File: config.mk
export PLATFORM = sky130hd
export DESIGN_NAME = rrbb_cordic_cell
export DESIGN_NICKNAME = d
export VERILOG_FILES = /design/src/rtl/core/rrbb_pkg.sv /design/src/rtl/core/rrbb_cordic_cell.sv
export SDC_FILE = /design/constraint.sdc
export NUM_CORES = 1
export LEC_CHECK = 0
export CORE_AREA = 2 2 199 201
export CTS_BUF_LIST = sky130_fd_sc_hd__clkbuf_2
export DETAILED_ROUTE_END_ITERATION = 12
export DIE_AREA = 0 0 201 203
export DONT_BUFFER_PORTS = 1
export HOLD_SLACK_MARGIN = 0.12
export SYNTH_ARGS = -nofsm -noshare
export SYNTH_HDL_FRONTEND = slang
export SYNTH_SLANG_ARGS = --single-unit
File: constraint.sdc
create_clock -name clk -period 5.13 [get_ports clk]
set_input_delay 1.026 -clock clk [delete_from_list [all_inputs] [get_ports clk]]
set_output_delay 1.026 -clock clk [all_outputs]
set_load 0.02 [all_outputs]
File: src/rtl/core/rrbb_pkg.sv
package rrbb_pkg;

	localparam int ANGLE_BITS_DEF       = 16;
	localparam int LENGTH_FRAC_BITS_DEF = 4;
	localparam int CORDIC_BITS          = 24;
	localparam int CORDIC_ITERS         = 23;
	localparam int Q_BITS               = 30;
	localparam int XY_W                 = 33;
	localparam int Z_W                  = 25;
	localparam int MAG_W                = 32;
	localparam int PROD_W               = 48;
	localparam int RND_W                = PROD_W - Q_BITS;
	localparam logic signed [XY_W-1:0] CORDIC_GAIN_Q30 = 33'sd652032874;

	typedef struct packed {
		logic [15:0] half_diagonal;
		logic [15:0] first_corner_angle;
		logic [15:0] second_corner_angle;
		logic [15:0] rotation;
	} item_t;

	typedef struct packed {
		logic [15:0] box_width;
		logic [15:0] box_height;
	} box_t;

	typedef struct packed {
		logic signed [XY_W-1:0] x;
		logic signed [XY_W-1:0] y;
		logic signed [Z_W-1:0]  z;
		logic [1:0]             quad;
	} vec_t;

	typedef struct packed {
		vec_t        c1;
		vec_t        c2;
		logic [15:0] len;
	} cell_data_t;

	typedef struct packed {
		logic [RND_W-1:0] x1;
		logic [RND_W-1:0] x2;
		logic [RND_W-1:0] y1;
		logic [RND_W-1:0] y2;
	} offs_t;

	function automatic logic signed [Z_W-1:0] atan_entry(input int unsigned idx);
		logic signed [Z_W-1:0] r;
		case (idx)
			0:  r = 25'sd2097152;
			1:  r = 25'sd1238021;
			2:  r = 25'sd654136;
			3:  r = 25'sd332050;
			4:  r = 25'sd166669;
			5:  r = 25'sd83416;
			6:  r = 25'sd41718;
			7:  r = 25'sd20860;
			8:  r = 25'sd10430;
			9:  r = 25'sd5215;
			10: r = 25'sd2608;
			11: r = 25'sd1304;
			12: r = 25'sd652;
			13: r = 25'sd326;
			14: r = 25'sd163;
			15: r = 25'sd81;
			16: r = 25'sd41;
			17: r = 25'sd20;
			18: r = 25'sd10;
			19: r = 25'sd5;
			20: r = 25'sd3;
			21: r = 25'sd1;
			22: r = 25'sd1;
			default: r = '0;
		endcase
		return r;
	endfunction

endpackage

File: src/rtl/core/rrbb_cordic_cell.sv
module rrbb_cordic_cell #(
	parameter int STEP = 0
) (
	input  logic                 clk,
	input  logic                 arst_n,
	input  logic                 up_valid,
	output logic                 up_ready,
	input  rrbb_pkg::cell_data_t up_data,
	output logic                 dn_valid,
	input  logic                 dn_ready,
	output rrbb_pkg::cell_data_t dn_data
);

	function automatic rrbb_pkg::vec_t rot_step(input rrbb_pkg::vec_t v);
		rrbb_pkg::vec_t                           r;
		logic signed [rrbb_pkg::XY_W-1:0]         vx;
		logic signed [rrbb_pkg::XY_W-1:0]         vy;
		logic signed [rrbb_pkg::Z_W-1:0]          vz;
		logic signed [rrbb_pkg::XY_W-1:0]         dx;
		logic signed [rrbb_pkg::XY_W-1:0]         dy;
		logic signed [rrbb_pkg::Z_W-1:0]          at;
		vx = v.x;
		vy = v.y;
		vz = v.z;
		dx = vy >>> STEP;
		dy = vx >>> STEP;
		at = rrbb_pkg::atan_entry(STEP);
		r.quad = v.quad;
		if (!vz[rrbb_pkg::Z_W-1]) begin
			r.x = vx - dx;
			r.y = vy + dy;
			r.z = vz - at;
		end else begin
			r.x = vx + dx;
			r.y = vy - dy;
			r.z = vz + at;
		end
		return r;
	endfunction

	logic                 valid_q;
	rrbb_pkg::cell_data_t data_q;
	logic                 adv;

	assign adv      = !valid_q || dn_ready;
	assign up_ready = adv;
	assign dn_valid = valid_q;
	assign dn_data  = data_q;

	always_ff @(posedge clk or negedge arst_n) begin
		if (!arst_n) begin
			valid_q <= 1'b0;
		end else if (adv) begin
			valid_q <= up_valid;
		end
	end

	always_ff @(posedge clk) begin
		if (adv && up_valid) begin
			data_q.c1  <= rot_step(up_data.c1);
			data_q.c2  <= rot_step(up_data.c2);
			data_q.len <= up_data.len;
		end
	end

endmodule

==> impl_metrics.tcl <==
set metrics [dict create \
    fmax_ghz 0.2902 \
    stdcell_count 2514 \
    critPathMaxFanout 3 \
    synth_edf_count 200 \
    place_congestion 0.9180 \
    synthTopCellsByArea "edfxtp_1, ha_1, xnor2_1" \
    status "completed" \
    remaining_drc_errors 0 \
    synthAdderAreaFrac_pct 15.16 \
    viasPerCell 5.893 \
    antenna_left 0 \
    place_area_um2 17590 \
    arrival_ns 4.12 \
    numCtsBuffers 54 \
    gr-total-overflow 0 \
    clock_latency_ns 1.00 \
    die_h_um 203 \
    post_cts_buffers 0 \
    synth_compound_area_share_pct 22.82 \
    synth.area.mux_share_pct 1.466 \
    clkTransAtPathRegs_ns 0.09 \
    fin_worst_skew_ns 0.06662 \
    finalPower_mw 5.047 \
    cts.sinks 201 \
    grt_pass1_vias 14465 \
    grt_max_degree 106 \
    synth_common_cells "edfxtp_1, inv_1, ha_1, a21oi_1, nor2_1" \
    synth_top_family_by_area "compound AO/OA/AOI/OAI gates" \
    vias 14815 \
    leakage_nw 7.811 \
    relSlewSlack_pct 33.78 \
    initial_core_util_pct 44.81 \
    syn-num-nets 2318 \
    syn_area_per_cell_um2 9.034 \
    finalWirelength_mm 59.68 \
    slew_viol_final 0 \
    synth_xor_area_share_pct 6.402 \
    dpl.hpwl_mm 46.38 \
    pre_cts_ws_ns 0.8447 \
    netlist.area_leader.share_pct 34.84 \
    required_ns 5.80 \
    pwr_density_cell_nw_per_um2 269.2 \
    nets 2360 \
    hp-class "input pin to flip-flop" \
    yosys.area_share.simple_pct 12.57 \
    period_minus_slack_ns 3.446 \
    root_buffer "clkbuf_2" \
    start_kind "input pin" \
    dp_cells 2346 \
    rsz0062_at_grt "false" \
    critPathCaptureType "flip-flop" \
    critPathKind "input pin to flip-flop" \
    drive_gt1_share_pct 6.469 \
    holdWs_ns 0.2406 \
    coreArea_um2 38470 \
    fp-row-count 72 \
    synth_area_um2 17240 \
    yosysSeqAreaShare_pct 34.99 \
    grt_usage_pct 28.43 \
    ios 410 \
    tns_ns 0 \
    tightestPinTransition_ns 0.9779 \
    maxCapViolCount 0 \
    yosysUniqueCellTypes 84 \
    synthArstFlopShare_pct 0.4975 \
    wl_per_cell_um 23.74 \
    layout_setup_ws_ns 1.684 \
    antenna_found_initial 2 \
    clk_path_buf_depth 3 \
    vdd_ir_drop_max_mv 0.1300 \
    finalCritPeriodShare_pct 67.18 \
    drt_iter0_drc 1189 \
    fin_util_pct 48.73 \
    synth_warnings 0 \
    io_buffer_count 0 \
    ys_ff_latch 201 \
    setup_viol_count_final 0 \
    grt_pass1_wl_mm 89.41 \
    syn_to_final_growth_pct 8.761 \
    finalHoldViolCount 0 \
    synthCells 1908 \
    yosysMostFrequentCell "edfxtp_1" \
    design_area_um2 18750 \
    cts_tree "yes" \
    cts_max_level 2 \
    die_w_um 201 \
    synthFlopType "edfxtp_1" \
    drtPass1Iterations 6 \
    dieArea_um2 40800 \
    synth_top_cell_by_area "edfxtp_1" \
]
## metal layers
| layer | GRT usage (%) | up-vias | share of wire (%) |
|---|---|---|---|
| met5 | 0 | - | 0 |
| met4 | 8.704 | 0 | 2.4 |
| met3 | 7.833 | 85 | 9.0 |
| met2 | 48.67 | 699 | 48 |
| met1 | 34.86 | 7078 | 41 |
| li1 | - | 6953 | - |
## power breakdown
part           internal, mW  switching (mW)
clock                 0.415           0.738
combinational         0.582           0.962
sequential             2.06           0.293
## layout make-up
class | count | area [um^2]
Antenna cell | 2 | 5.005
Clock inverter | 24 | 112.6
Multi-Input combinational cell | 1415 | 10070
Timing Repair Buffer | 74 | 733.2
Clock buffer | 76 | 380.4
Tap cell | 518 | 648.1
Fill cell | 3718 | 19720
Sequential cell | 201 | 6031
Inverter | 204 | 765.7
## logic make-up after synthesis
logic type                 Yosys count
AOI/OAI and AO/OA                  605
and+or+nand+nor                    455
buffers and inverters              292
adders and majority gates          204
DFF                                201
xor gates and xnor gates           126
muxes                               25
## final timing paths
path	endpoint	depth (start not counted)	slack, ns	start
setup / recovery	dn_data[88]	12	1.68	up_data[76]
max in group asynchronous	dn_valid	1	4.73	arst_n
setup reg to reg	dn_data[197]	3	2.72	dn_valid
min in group asynchronous	dn_valid	1	0.29	arst_n
hold reg to reg	dn_valid	2	0.90	dn_valid
hold / removal	dn_data[132]	1	0.24	up_data[132]
## cells in the final DEF, fill, tap and decap left out, drive strengths merged, types with 13 or more instances in the layout
master and count:
xor2 18, o21a 13, o21bai 35, a211oi 13, o211ai 18, nand2b 25, dlygate4sd3 66, clkinv 26
clkbuf 76, mux2i 23, nand3 27, o31ai 23, ha 196, a21o 51, edfxtp 200, nor4 13
a21oi 186, nor2b 19, nor3 40, xnor2 108, inv 201, a31oi 21, o21ai 133, nand2 99
nor2 164
## registers in the layout (all words and copies together), names as in the netlist
name      flops
dn_valid      1
dn_data     200
## critical path, cell delays in order
cell and delay (ns):
inv_1 0.02, ha_1 0.19, fa_1 0.41, nor2b_1 0.13, o21ai_0 0.12, a2111oi_0 0.72
nor2_1 0.24, o31ai_1 0.67, a21o_1 0.22, a211oi_1 0.07, a21oi_1 0.17, xnor2_1 0.12
## timing repair
item,4_1_cts,5_1_grt
gates resized for setup,0,0
hold buffers,66,0
endpoints found under the hold margin,66,0
(Power assumes the default switching activity.)
