<file path="src/rtl/core/rrbb_pkg.sv">
package rrbb_pkg;

	localparam int ANGLE_BITS_DEF       = 16;
	localparam int LENGTH_FRAC_BITS_DEF = 4;
	localparam int CORDIC_BITS          = 24;
	localparam int CORDIC_ITERS         = 23;
	localparam int Q_BITS               = 30;
	localparam int XY_W                 = 33;
	localparam int Z_W                  = 25;
	localparam int MAG_W                = 32;
	localparam int PROD_W               = 48;
	localparam int RND_W                = PROD_W - Q_BITS;
	localparam logic signed [XY_W-1:0] CORDIC_GAIN_Q30 = 33'sd652032874;

	typedef struct packed {
		logic [15:0] half_diagonal;
		logic [15:0] first_corner_angle;
		logic [15:0] second_corner_angle;
		logic [15:0] rotation;
	} item_t;

	typedef struct packed {
		logic [15:0] box_width;
		logic [15:0] box_height;
	} box_t;

	typedef struct packed {
		logic signed [XY_W-1:0] x;
		logic signed [XY_W-1:0] y;
		logic signed [Z_W-1:0]  z;
		logic [1:0]             quad;
	} vec_t;

	typedef struct packed {
		vec_t        c1;
		vec_t        c2;
		logic [15:0] len;
	} cell_data_t;

	typedef struct packed {
		logic [RND_W-1:0] x1;
		logic [RND_W-1:0] x2;
		logic [RND_W-1:0] y1;
		logic [RND_W-1:0] y2;
	} offs_t;

	function automatic logic signed [Z_W-1:0] atan_entry(input int unsigned idx);
		logic signed [Z_W-1:0] r;
		case (idx)
			0:  r = 25'sd2097152;
			1:  r = 25'sd1238021;
			2:  r = 25'sd654136;
			3:  r = 25'sd332050;
			4:  r = 25'sd166669;
			5:  r = 25'sd83416;
			6:  r = 25'sd41718;
			7:  r = 25'sd20860;
			8:  r = 25'sd10430;
			9:  r = 25'sd5215;
			10: r = 25'sd2608;
			11: r = 25'sd1304;
			12: r = 25'sd652;
			13: r = 25'sd326;
			14: r = 25'sd163;
			15: r = 25'sd81;
			16: r = 25'sd41;
			17: r = 25'sd20;
			18: r = 25'sd10;
			19: r = 25'sd5;
			20: r = 25'sd3;
			21: r = 25'sd1;
			22: r = 25'sd1;
			default: r = '0;
		endcase
		return r;
	endfunction

endpackage

</file>
<file path="src/rtl/core/rrbb_span.sv">
module rrbb_span (
	input  logic            clk,
	input  logic            arst_n,
	input  logic            up_valid,
	output logic            up_ready,
	input  rrbb_pkg::offs_t up_data,
	output logic            dn_valid,
	input  logic            dn_ready,
	output rrbb_pkg::box_t  dn_data
);

	typedef logic [rrbb_pkg::RND_W:0] span_t;

	function automatic logic [15:0] sat_span(input logic [rrbb_pkg::RND_W-1:0] a,
		input logic [rrbb_pkg::RND_W-1:0] b);
		span_t s;
		s = {(a > b) ? a : b, 1'b0};
		return (s > span_t'(16'hFFFF)) ? 16'hFFFF : s[15:0];
	endfunction

	logic           valid_q;
	rrbb_pkg::box_t box_q;
	logic           adv;

	assign adv      = !valid_q || dn_ready;
	assign up_ready = adv;
	assign dn_valid = valid_q;
	assign dn_data  = box_q;

	always_ff @(posedge clk or negedge arst_n) begin
		if (!arst_n) begin
			valid_q <= 1'b0;
		end else if (adv) begin
			valid_q <= up_valid;
		end
	end

	always_ff @(posedge clk) begin
		if (adv && up_valid) begin
			box_q.box_width  <= sat_span(up_data.x1, up_data.x2);
			box_q.box_height <= sat_span(up_data.y1, up_data.y2);
		end
	end

endmodule

</file>
<file path="config.mk">
export PLATFORM = sky130hd
export DESIGN_NAME = rrbb_span
export DESIGN_NICKNAME = d
export VERILOG_FILES = /design/src/rtl/core/rrbb_pkg.sv /design/src/rtl/core/rrbb_span.sv
export SDC_FILE = /design/constraint.sdc
export NUM_CORES = 1
export LEC_CHECK = 0
export BUFFER_PORTS_ARGS = -buffer_cell sky130_fd_sc_hd__clkbuf_2
export CORE_MARGIN = 5
export CORE_UTILIZATION = 47
export DETAILED_ROUTE_END_ITERATION = 16
export PLACE_DENSITY = 0.82
export SYNTH_ARGS = -nofsm -noshare
export SYNTH_HDL_FRONTEND = slang
export SYNTH_SLANG_ARGS = --single-unit
</file>
<file path="constraint.sdc">
create_clock -name clk -period 2.4 [get_ports clk]
set_clock_uncertainty 0.15 [all_clocks]
set_input_delay 0.36 -clock clk [delete_from_list [all_inputs] [get_ports clk]]
set_output_delay 0.36 -clock clk [all_outputs]
set_load 0.03 [all_outputs]
</file>
==> impl_metrics.env <==
export IMPL_status="finished, final reports clean"
export IMPL_remaining_drc_errors=0
export IMPL_placed_area_sq_um=3340
export IMPL_cts_setup_buffers=0
export IMPL_synth_flop_cell="edfxtp_1"
export IMPL_r2r_slack_ps=880
export IMPL_fill_cells=393
export IMPL_critPathKind="input port to register"
export IMPL_tightest_slew_ps=432
export IMPL_hp_class="input port to register"
export IMPL_leakagePower_nw=1.59
export IMPL_dr_total_vias=2187
export IMPL_maxSlewViolCount=0
export IMPL_die_area_sq_um=6500
export IMPL_start_util_pct=48.9
export IMPL_clk_path_buf_depth=2
export IMPL_boundaryPins=110
export IMPL_crit_path_start_kind="input port"
export IMPL_viasPerCell=5.00
export IMPL_ys_ff_latch=33
export IMPL_worst_slack_ps=90.6
export IMPL_intPower_w=0.00105
export IMPL_htreeDepth=2
export IMPL_switching_share_pct=29.5
export IMPL_relSlewSlack_pct=71.2
export IMPL_synth_top_area_share_pct=41.0
export IMPL_wl_per_cell_um=14.2
export IMPL_drt_wl_total_um=6200
export IMPL_timing_final_crit_share_pct=96.2
export IMPL_pre_cts_slack_ps=-243
export IMPL_dp_cells=427
export IMPL_ys_warn_count=0
export IMPL_fin_cells=437
export IMPL_grt_pass1_wl_um=9420
export IMPL_maxCapViolCount=0
export IMPL_syn_area_sq_um=2340
export IMPL_dpl_hpwl_um=5200
export IMPL_core_area_sq_um=4790
export IMPL_grt_ovfl_total=0
export IMPL_pwr_share_seq_pct=44.4
export IMPL_clockPowerShare_pct=27.7
export IMPL_final_nets=481
export IMPL_rsz0062_at_grt="no"
export IMPL_die_y_um=80.6
export IMPL_first_iter_violations=34
export IMPL_cpLargestDelayFamily="simple AND/OR/NAND/NOR gates"
export IMPL_yosys_top_cells_count="inv_1 (38), ha_1 (36), edfxtp_1 (32)"
export IMPL_powerDensity_nw_per_um2=431
export IMPL_critPathCaptureType="register"
export IMPL_hold_end="dn_valid"
export IMPL_crit_slowest_cell="or4_4"
export IMPL_synth_distinct_cells=34
export IMPL_worst_r2r_endpoint="dn_data[4]"
export IMPL_drtPass1Iterations=4
export IMPL_min_delay_start="up_valid"
export IMPL_cts_root_buf="clkbuf_8"
export IMPL_grt_max_degree=33
export IMPL_numCtsBuffers=5
export IMPL_max_freq_mhz=433
export IMPL_synth_edff_count=32
export IMPL_antenna_found_initial=0
export IMPL_gp_congestion=0.893
export IMPL_critPathMaxStageDelay_ps=540
export IMPL_power_frac_comb_pct=27.8
export IMPL_rr_startpoint="dn_valid"
export IMPL_async_flop_share_pct=3.03
export IMPL_io_buffers=109
export IMPL_crit_buf_inv=2
export IMPL_ys_top_cells_by_area="edfxtp_1 (41%), ha_1 (19%), o22a_1 (7.1%)"
export IMPL_cts_sinks=33
export IMPL_die_w_um=80.6
export IMPL_grt_pass1_vias=2176
export IMPL_crit_required_ps=2280
export IMPL_stdcell_area_sq_um=3460
export IMPL_synth_avg_cell_area_sq_um=10.7
export IMPL_yosysMostFrequentCell="inv_1"
export IMPL_regArea_sq_um=986
export IMPL_area_growth_pct=47.7
export IMPL_cts_tree="done"
export IMPL_hold_ws_ps=144
export IMPL_grt_usage_pct=18.7
export IMPL_crit_chain="clkbuf_2 -> inv_8 -> ha_4 -> nand4_1 -> or4_4 -> o211a_4 -> nand2b_4 -> o22a_2"
export IMPL_seq_area_frac_synth_pct=42.1
export IMPL_multiInputGateArea_sq_um=1310
export IMPL_cts_clk_slew_worst_paths_ps=70
export IMPL_fp_row_count=25
export IMPL_netlist_instances=218
export IMPL_hold_violations=0
export IMPL_finalSetupViolCount=0
export IMPL_drtAntennaViolNets=0
export IMPL_diodes=0
export IMPL_switching_power_w=0.000440
export IMPL_r2r_cells=3
export IMPL_max_vdd_ir_drop_mv=0.542
export IMPL_crit_arrival_ps=2190
export IMPL_min_period_ps=2310
export IMPL_yosysTopAreaCell="edfxtp_1"
export IMPL_whs_path_depth=2
export IMPL_clock_latency_ps=270
export IMPL_synth_fp_nets=330
export IMPL_drive_gt1_share_pct=50.8
export IMPL_cp_max_fo=8
stage by stage:
| stage | total power (W) | TNS, ps | utilization (%) |
|---|---|---|---|
| floorplan | 0.000895 | -268 | - |
| global placement | 0.00107 | -4310 | 69.8 |
| detailed placement | 0.00109 | -5420 | 69.8 |
| CTS | 0.00150 | 0 | 71.8 |
| global route | 0.00158 | 0 | 72.3 |
| finish | 0.00149 | 0 | 72.3 |
worst max path at each step:
stage	start	endpoint	slack (ps)	cells after the start
after floorplan	up_data[12]	dn_data[11]	-40	8
after global placement	up_data[12]	dn_data[11]	-220	8
after detailed placement	up_data[12]	dn_data[13]	-240	8
after CTS	up_data[12]	dn_data[11]	40	11
after global routing	up_data[47]	dn_data[25]	30	11
final	up_data[12]	dn_data[13]	90	8
timing repair:
item	CTS	global route
hold buffers	1	0
hold endpoints to repair	1	0
setup endpoints to repair	0	29
resized for setup	0	3
power by group through the flow:
stage | logic (W) | clock network, W | registers [W]
finish | 0.000415 | 0.000414 | 0.000663
global route | 0.000461 | 0.000457 | 0.000664
CTS | 0.000414 | 0.000426 | 0.000663
detailed placement | 0.000411 | 0 | 0.000676
global placement | 0.000397 | 0 | 0.000675
floorplan | 0.000180 | 0 | 0.000715
state kept, by name, indices dropped and copies added, names as in the netlist:
signal    count
dn_valid      1
dn_data      32
logic make-up after synthesis:
family,count (synthesis),share of synthesized area [%]
fa+ha+maj,36,19.2
buf+inv,42,7.26
flops,33,42.1
compound gates,58,19.6
mux,2,0.855
simple gates,47,11.0
layer usage:
metal | global-route usage, % | vias to the layer above | share of wire (%)
met3 | 4.26 | 2 | 7.3
met1 | 22.3 | 991 | 41
li1 | - | 1126 | -
met4 | 3.04 | 0 | 0.61
met5 | 0 | - | 0
met2 | 34.5 | 68 | 51
layout make-up:
class | count | area share, %
Clock buffer | 5 | 1.99
Sequential cell | 33 | 28.5
Tap cell | 67 | 2.42
Clock inverter | 3 | 0.506
Multi-Input combinational cell | 144 | 37.9
Inverter | 38 | 4.56
Timing Repair Buffer | 147 | 24.1
placed cells by master (no fill, tap or decap), types with 4 or more instances in the layout:
| master | n |
|---|---|
| clkbuf_2 | 109 |
| buf_4 | 37 |
| edfxtp_1 | 32 |
| inv_1 | 29 |
| ha_1 | 29 |
| o22a_1 | 19 |
| a21oi_1 | 10 |
| nand2_1 | 10 |
| nor2_1 | 9 |
| o22a_2 | 9 |
| o21ai_0 | 8 |
| nand4_1 | 7 |
| ha_4 | 7 |
| inv_2 | 5 |
| clkbuf_8 | 5 |
| nor4_1 | 4 |
Power figures use the tool's default switching activity.
