[src/rtl/core/rrbb_pkg.sv]
package rrbb_pkg;

	localparam int ANGLE_BITS_DEF       = 16;
	localparam int LENGTH_FRAC_BITS_DEF = 4;
	localparam int CORDIC_BITS          = 24;
	localparam int CORDIC_ITERS         = 23;
	localparam int Q_BITS               = 30;
	localparam int XY_W                 = 33;
	localparam int Z_W                  = 25;
	localparam int MAG_W                = 32;
	localparam int PROD_W               = 48;
	localparam int RND_W                = PROD_W - Q_BITS;
	localparam logic signed [XY_W-1:0] CORDIC_GAIN_Q30 = 33'sd652032874;

	typedef struct packed {
		logic [15:0] half_diagonal;
		logic [15:0] first_corner_angle;
		logic [15:0] second_corner_angle;
		logic [15:0] rotation;
	} item_t;

	typedef struct packed {
		logic [15:0] box_width;
		logic [15:0] box_height;
	} box_t;

	typedef struct packed {
		logic signed [XY_W-1:0] x;
		logic signed [XY_W-1:0] y;
		logic signed [Z_W-1:0]  z;
		logic [1:0]             quad;
	} vec_t;

	typedef struct packed {
		vec_t        c1;
		vec_t        c2;
		logic [15:0] len;
	} cell_data_t;

	typedef struct packed {
		logic [RND_W-1:0] x1;
		logic [RND_W-1:0] x2;
		logic [RND_W-1:0] y1;
		logic [RND_W-1:0] y2;
	} offs_t;

	function automatic logic signed [Z_W-1:0] atan_entry(input int unsigned idx);
		logic signed [Z_W-1:0] r;
		case (idx)
			0:  r = 25'sd2097152;
			1:  r = 25'sd1238021;
			2:  r = 25'sd654136;
			3:  r = 25'sd332050;
			4:  r = 25'sd166669;
			5:  r = 25'sd83416;
			6:  r = 25'sd41718;
			7:  r = 25'sd20860;
			8:  r = 25'sd10430;
			9:  r = 25'sd5215;
			10: r = 25'sd2608;
			11: r = 25'sd1304;
			12: r = 25'sd652;
			13: r = 25'sd326;
			14: r = 25'sd163;
			15: r = 25'sd81;
			16: r = 25'sd41;
			17: r = 25'sd20;
			18: r = 25'sd10;
			19: r = 25'sd5;
			20: r = 25'sd3;
			21: r = 25'sd1;
			22: r = 25'sd1;
			default: r = '0;
		endcase
		return r;
	endfunction

endpackage

[src/rtl/core/rrbb_scale.sv]
module rrbb_scale #(
	parameter int LENGTH_FRAC_BITS = rrbb_pkg::LENGTH_FRAC_BITS_DEF
) (
	input  logic                 clk,
	input  logic                 arst_n,
	input  logic                 up_valid,
	output logic                 up_ready,
	input  rrbb_pkg::cell_data_t up_data,
	output logic                 dn_valid,
	input  logic                 dn_ready,
	output rrbb_pkg::offs_t      dn_data
);

	localparam int SH = rrbb_pkg::Q_BITS + LENGTH_FRAC_BITS;
	localparam logic [rrbb_pkg::PROD_W-1:0] HALF = rrbb_pkg::PROD_W'(1) << (SH - 1);

	typedef logic [rrbb_pkg::MAG_W-1:0]  mag_t;
	typedef logic [rrbb_pkg::PROD_W-1:0] prod_t;

	function automatic mag_t mag_of(input logic signed [rrbb_pkg::XY_W-1:0] v);
		logic signed [rrbb_pkg::XY_W-1:0] a;
		a = v[rrbb_pkg::XY_W-1] ? -v : v;
		return a[rrbb_pkg::MAG_W-1:0];
	endfunction

	function automatic logic [rrbb_pkg::RND_W-1:0] round_of(input prod_t p);
		prod_t s;
		s = (p + HALF) >> SH;
		return s[rrbb_pkg::RND_W-1:0];
	endfunction

	logic  valid_s1;
	logic  valid_s2;
	logic  adv_s1;
	logic  adv_s2;
	prod_t px1_s1;
	prod_t px2_s1;
	prod_t py1_s1;
	prod_t py2_s1;
	rrbb_pkg::offs_t offs_s2;

	mag_t mx1;
	mag_t my1;
	mag_t mx2;
	mag_t my2;
	mag_t cos1;
	mag_t sin1;
	mag_t cos2;
	mag_t sin2;

	assign adv_s2   = !valid_s2 || dn_ready;
	assign adv_s1   = !valid_s1 || adv_s2;
	assign up_ready = adv_s1;
	assign dn_valid = valid_s2;
	assign dn_data  = offs_s2;

	always_comb begin
		mx1  = mag_of(up_data.c1.x);
		my1  = mag_of(up_data.c1.y);
		mx2  = mag_of(up_data.c2.x);
		my2  = mag_of(up_data.c2.y);
		cos1 = up_data.c1.quad[0] ? my1 : mx1;
		sin1 = up_data.c1.quad[0] ? mx1 : my1;
		cos2 = up_data.c2.quad[0] ? my2 : mx2;
		sin2 = up_data.c2.quad[0] ? mx2 : my2;
	end

	always_ff @(posedge clk or negedge arst_n) begin
		if (!arst_n) begin
			valid_s1 <= 1'b0;
			valid_s2 <= 1'b0;
		end else begin
			if (adv_s1) begin
				valid_s1 <= up_valid;
			end
			if (adv_s2) begin
				valid_s2 <= valid_s1;
			end
		end
	end

	always_ff @(posedge clk) begin
		if (adv_s1 && up_valid) begin
			px1_s1 <= prod_t'(cos1) * prod_t'(up_data.len);
			px2_s1 <= prod_t'(cos2) * prod_t'(up_data.len);
			py1_s1 <= prod_t'(sin1) * prod_t'(up_data.len);
			py2_s1 <= prod_t'(sin2) * prod_t'(up_data.len);
		end
		if (adv_s2 && valid_s1) begin
			offs_s2.x1 <= round_of(px1_s1);
			offs_s2.x2 <= round_of(px2_s1);
			offs_s2.y1 <= round_of(py1_s1);
			offs_s2.y2 <= round_of(py2_s1);
		end
	end

endmodule

[config.mk]
export PLATFORM = sky130hd
export DESIGN_NAME = rrbb_scale
export DESIGN_NICKNAME = d
export VERILOG_FILES = /design/src/rtl/core/rrbb_pkg.sv /design/src/rtl/core/rrbb_scale.sv
export SDC_FILE = /design/constraint.sdc
export NUM_CORES = 2
export LEC_CHECK = 0
export BUFFER_PORTS_ARGS = -buffer_cell sky130_fd_sc_hd__buf_2
export CELL_PAD_IN_SITES_DETAIL_PLACEMENT = 0
export CELL_PAD_IN_SITES_GLOBAL_PLACEMENT = 2
export CORE_ASPECT_RATIO = 1.4
export CORE_MARGIN = 2
export CORE_UTILIZATION = 42
export CTS_CLUSTER_DIAMETER = 60
export DETAILED_ROUTE_END_ITERATION = 8
export PLACE_DENSITY_LB_ADDON = 0.15
export SLEW_MARGIN = 0
export SYNTH_ARGS = -nofsm -noshare
export SYNTH_HDL_FRONTEND = slang
export SYNTH_SLANG_ARGS = --single-unit
[constraint.sdc]
create_clock -name clk -period 2.7 [get_ports clk]
set_input_delay 0.27 -clock clk [delete_from_list [all_inputs] [get_ports clk]]
set_output_delay 0.27 -clock clk [all_outputs]
set_load 0.005 [all_outputs]
==> flow_metrics.env <==
export IMPL_fmax_mhz=121.5
export IMPL_setup_viol=60
export IMPL_grt_overflow=0
export IMPL_placedCellCount=10786
export IMPL_post_route_period_util_pct=304.9
export IMPL_yosys_top_cells_area="fa_1 48%, inv_1 9.6%, ha_1 8.6%, and2_1 7.4%, nand2_1 6.9%"
export IMPL_core_um2=164100
export IMPL_cap_violations=0
export IMPL_use_met3_pct=1.671
export IMPL_path_clk_slew_ns=0.08
export IMPL_route_detailed_drc=0
export IMPL_drt_iter0_drc=2127
export IMPL_ios=280
export IMPL_rr_startpoint="px1_s1[35]"
export IMPL_met1_usage_pct=30.30
export IMPL_worstPathMaxFanout=6
export IMPL_synth_cells=7671
export IMPL_status="complete, but fails checks"
export IMPL_area_growth_pct=23.24
export IMPL_synth_edff_count=116
export IMPL_grt_max_degree=44
export IMPL_syn_area_um2=69320
export IMPL_grt_pass1_wl_mm=337.4
export IMPL_finalCoreUtilization_pct=52.07
export IMPL_cts_tree="yes"
export IMPL_max_slew_margin_pct=50.99
export IMPL_instances_no_fill=10894
export IMPL_reg2reg_to="dn_data[65]"
export IMPL_track_usage_pct=25.89
export IMPL_use_met2_pct=49.22
export IMPL_port_buffers=211
export IMPL_dp_hpwl_mm=181.1
export IMPL_failed_checks="negative setup slack"
export IMPL_rsz0062_at_grt="true"
export IMPL_yosysSeqAreaShare_pct=5.097
export IMPL_synth_most_common_cell="inv_1"
export IMPL_initial_core_util_pct=42.25
export IMPL_synthDistinctLibCells=70
export IMPL_crit_top_cell="fa_1"
export IMPL_wl_mm=210.6
export IMPL_required_ns=2.95
export IMPL_die_h_um=484.7
export IMPL_synth_seq_cells=118
export IMPL_r2r_setup_slack_ns=0.90
export IMPL_yosys_warnings=0
export IMPL_synthArstFlopShare_pct=1.695
export IMPL_skew_ns=0.03834
export IMPL_worstHoldPathType="input pin to flip-flop"
export IMPL_worst_pin_slew_ns=0.7147
export IMPL_dp_slack_ns=-6.484
export IMPL_hold_slack_ns=0.04440
export IMPL_ant_nets=0
export IMPL_drv_slew=0
export IMPL_cts_root_buf="clkbuf_16"
export IMPL_syn_area_per_cell_um2=9.037
export IMPL_clock_latency_ns=0.52
export IMPL_cp_startpoint="up_data[179]"
export IMPL_viasPerCell=4.963
export IMPL_numCtsBuffers=17
export IMPL_synth_flop_cell="edfxtp_1"
export IMPL_synth_top_area_cell="fa_1"
export IMPL_arrival_ns=8.48
export IMPL_cpPeakStageDelay_ns=0.55
export IMPL_crit_slowest_cell="fa_1"
export IMPL_vias=54068
export IMPL_critPathLaunchType="input pin"
export IMPL_h_tree_depth=4
export IMPL_clock_sinks=118
export IMPL_nets=11093
export IMPL_cts_buffer_depth=2
export IMPL_grt_pass1_vias=61617
export IMPL_synth_common_cells="1768 x inv_1, 1668 x fa_1, 1272 x nand2_1"
export IMPL_setup_worst_path_end_class="flip-flop"
export IMPL_gr_max_usage_layer="met2"
export IMPL_crit_end="px1_s1[41]"
export IMPL_die_w_um=347.4
export IMPL_finalHoldViolations=0
export IMPL_crit_type="input pin to flip-flop"
export IMPL_synth_top_cell_area_share_pct=48.17
export IMPL_drive_gt1_share_pct=21.62
export IMPL_fin_crit_ns=8.233
export IMPL_wl_per_cell_um=19.33
export IMPL_dr_pass1_iters=5
export IMPL_rows=176
export IMPL_antenna_found_initial=4
export IMPL_dieArea_um2=168400
export IMPL_fin_ws_ns=-5.533
export IMPL_gp_congestion=0.9075
export IMPL_worstRegToRegCells=6
registers in the layout (all words and copies together) (netlist names):
name	cells
dn_data	56
dn_valid	1
px1_s1	15
px2_s1	15
py1_s1	15
py2_s1	15
valid_s1	1
routing by layer:
layer	share of wire (%)	vias up	wire length, um
met4	3.9	4	8258
met2	55	1003	114900
met1	39	28051	82060
li1	-	24687	-
met3	2.5	323	5283
met5	0.012	-	25
logic make-up (layout without fill, tap and decap cells):
logic type / after synthesis / after routing / synth area share, %
AND/OR/NAND/NOR: 2462 / 2462 / 17.42
XOR/XNOR: 236 / 236 / 2.993
flip-flops: 118 / 118 / 5.097
buffers and inverters: 2166 / 3236 / 11.85
AO/OA/AOI/OAI: 418 / 418 / 4.000
multiplexers: 126 / 126 / 1.870
adder cells (fa/ha/maj): 2144 / 2144 / 56.76
other: 1 / 18 / 0.005410
worst min-delay path by stage:
stage	from	endpoint	cells after the start
floorplan	arst_n	dn_valid	0
global placement	arst_n	valid_s1	1
detailed placement	arst_n	dn_valid	1
CTS	dn_ready	dn_valid	3
global route	arst_n	valid_s1	2
finish	dn_ready	dn_valid	3
stage by stage:
step | TNS [ns] | cell area (um2)
2_1_floorplan | -312.35 | 70440
3_3_place_gp | -363.76 | 82700
3_5_place_dp | -366.08 | 82700
4_1_cts | -311.09 | 84400
5_1_grt | -322.99 | 85430
6_report | -310.10 | 85430
placed cells by master, fill, tap and decap left out, types with 13 or more instances in the layout:
| cell | synthesis | layout |
|---|---|---|
| xor2_2 | 1 | 13 |
| fa_2 | 0 | 43 |
| nand3_1 | 60 | 56 |
| xnor2_1 | 101 | 93 |
| nor3_1 | 25 | 18 |
| nand2b_1 | 27 | 25 |
| conb_1 | 1 | 16 |
| edfxtp_1 | 116 | 116 |
| nand2_2 | 0 | 23 |
| buf_6 | 2 | 59 |
| or4_1 | 20 | 14 |
| and2_1 | 815 | 788 |
| o31ai_1 | 29 | 22 |
| buf_12 | 0 | 122 |
| and2_4 | 7 | 34 |
| mux2i_2 | 2 | 14 |
| buf_2 | 8 | 189 |
| inv_2 | 0 | 46 |
| nand2_1 | 1272 | 1239 |
| or3_1 | 18 | 16 |
| a21oi_1 | 99 | 61 |
| a21oi_2 | 0 | 27 |
| clkbuf_16 | 0 | 17 |
| inv_1 | 1768 | 1722 |
| nor2_1 | 55 | 50 |
| mux2i_1 | 102 | 88 |
| o21ai_0 | 95 | 65 |
| o21ai_1 | 3 | 13 |
| and3_1 | 21 | 18 |
| ha_4 | 0 | 38 |
| xor2_1 | 134 | 120 |
| nor2b_1 | 62 | 60 |
| ha_1 | 476 | 434 |
| nand4_1 | 32 | 32 |
| a21o_1 | 78 | 78 |
| mux2_4 | 0 | 15 |
| fa_1 | 1668 | 1625 |
| buf_4 | 16 | 1057 |
cell type report:
| cell class | instances | area (um2) |
|---|---|---|
| diodes | 2 | 5.005 |
| multi-input cells | 5402 | 59820 |
| inverters | 1768 | 6636 |
| well taps | 2136 | 2673 |
| fillers | 15515 | 78630 |
| repair buffers | 1436 | 12130 |
| flip-flops and latches | 118 | 3533 |
| clock buffers | 17 | 425.4 |
| clock inverters | 15 | 203.9 |
critical path, delay by kind of cell:
family	cells	cell delay [ns]
xor gates and xnor gates	1	0.12
AOI/OAI and AO/OA	10	1.94
buffers and inverters	6	0.58
muxes	1	0.12
and+or+nand+nor	6	2.18
adders and majority gates	7	3.26
what timing repair did:
item                                    4_1_cts  5_1_grt
endpoints found under the setup margin       60       60
pin swaps                                   155      151
hold buffers                                  2        0
setup buffers                                44       37
resized for setup                           178      174
cloned                                        1        0
hold endpoints to repair                      3        0
Power is not shown: default switching activity piles up to over one toggle a cycle in this logic, so the estimate is an artifact.
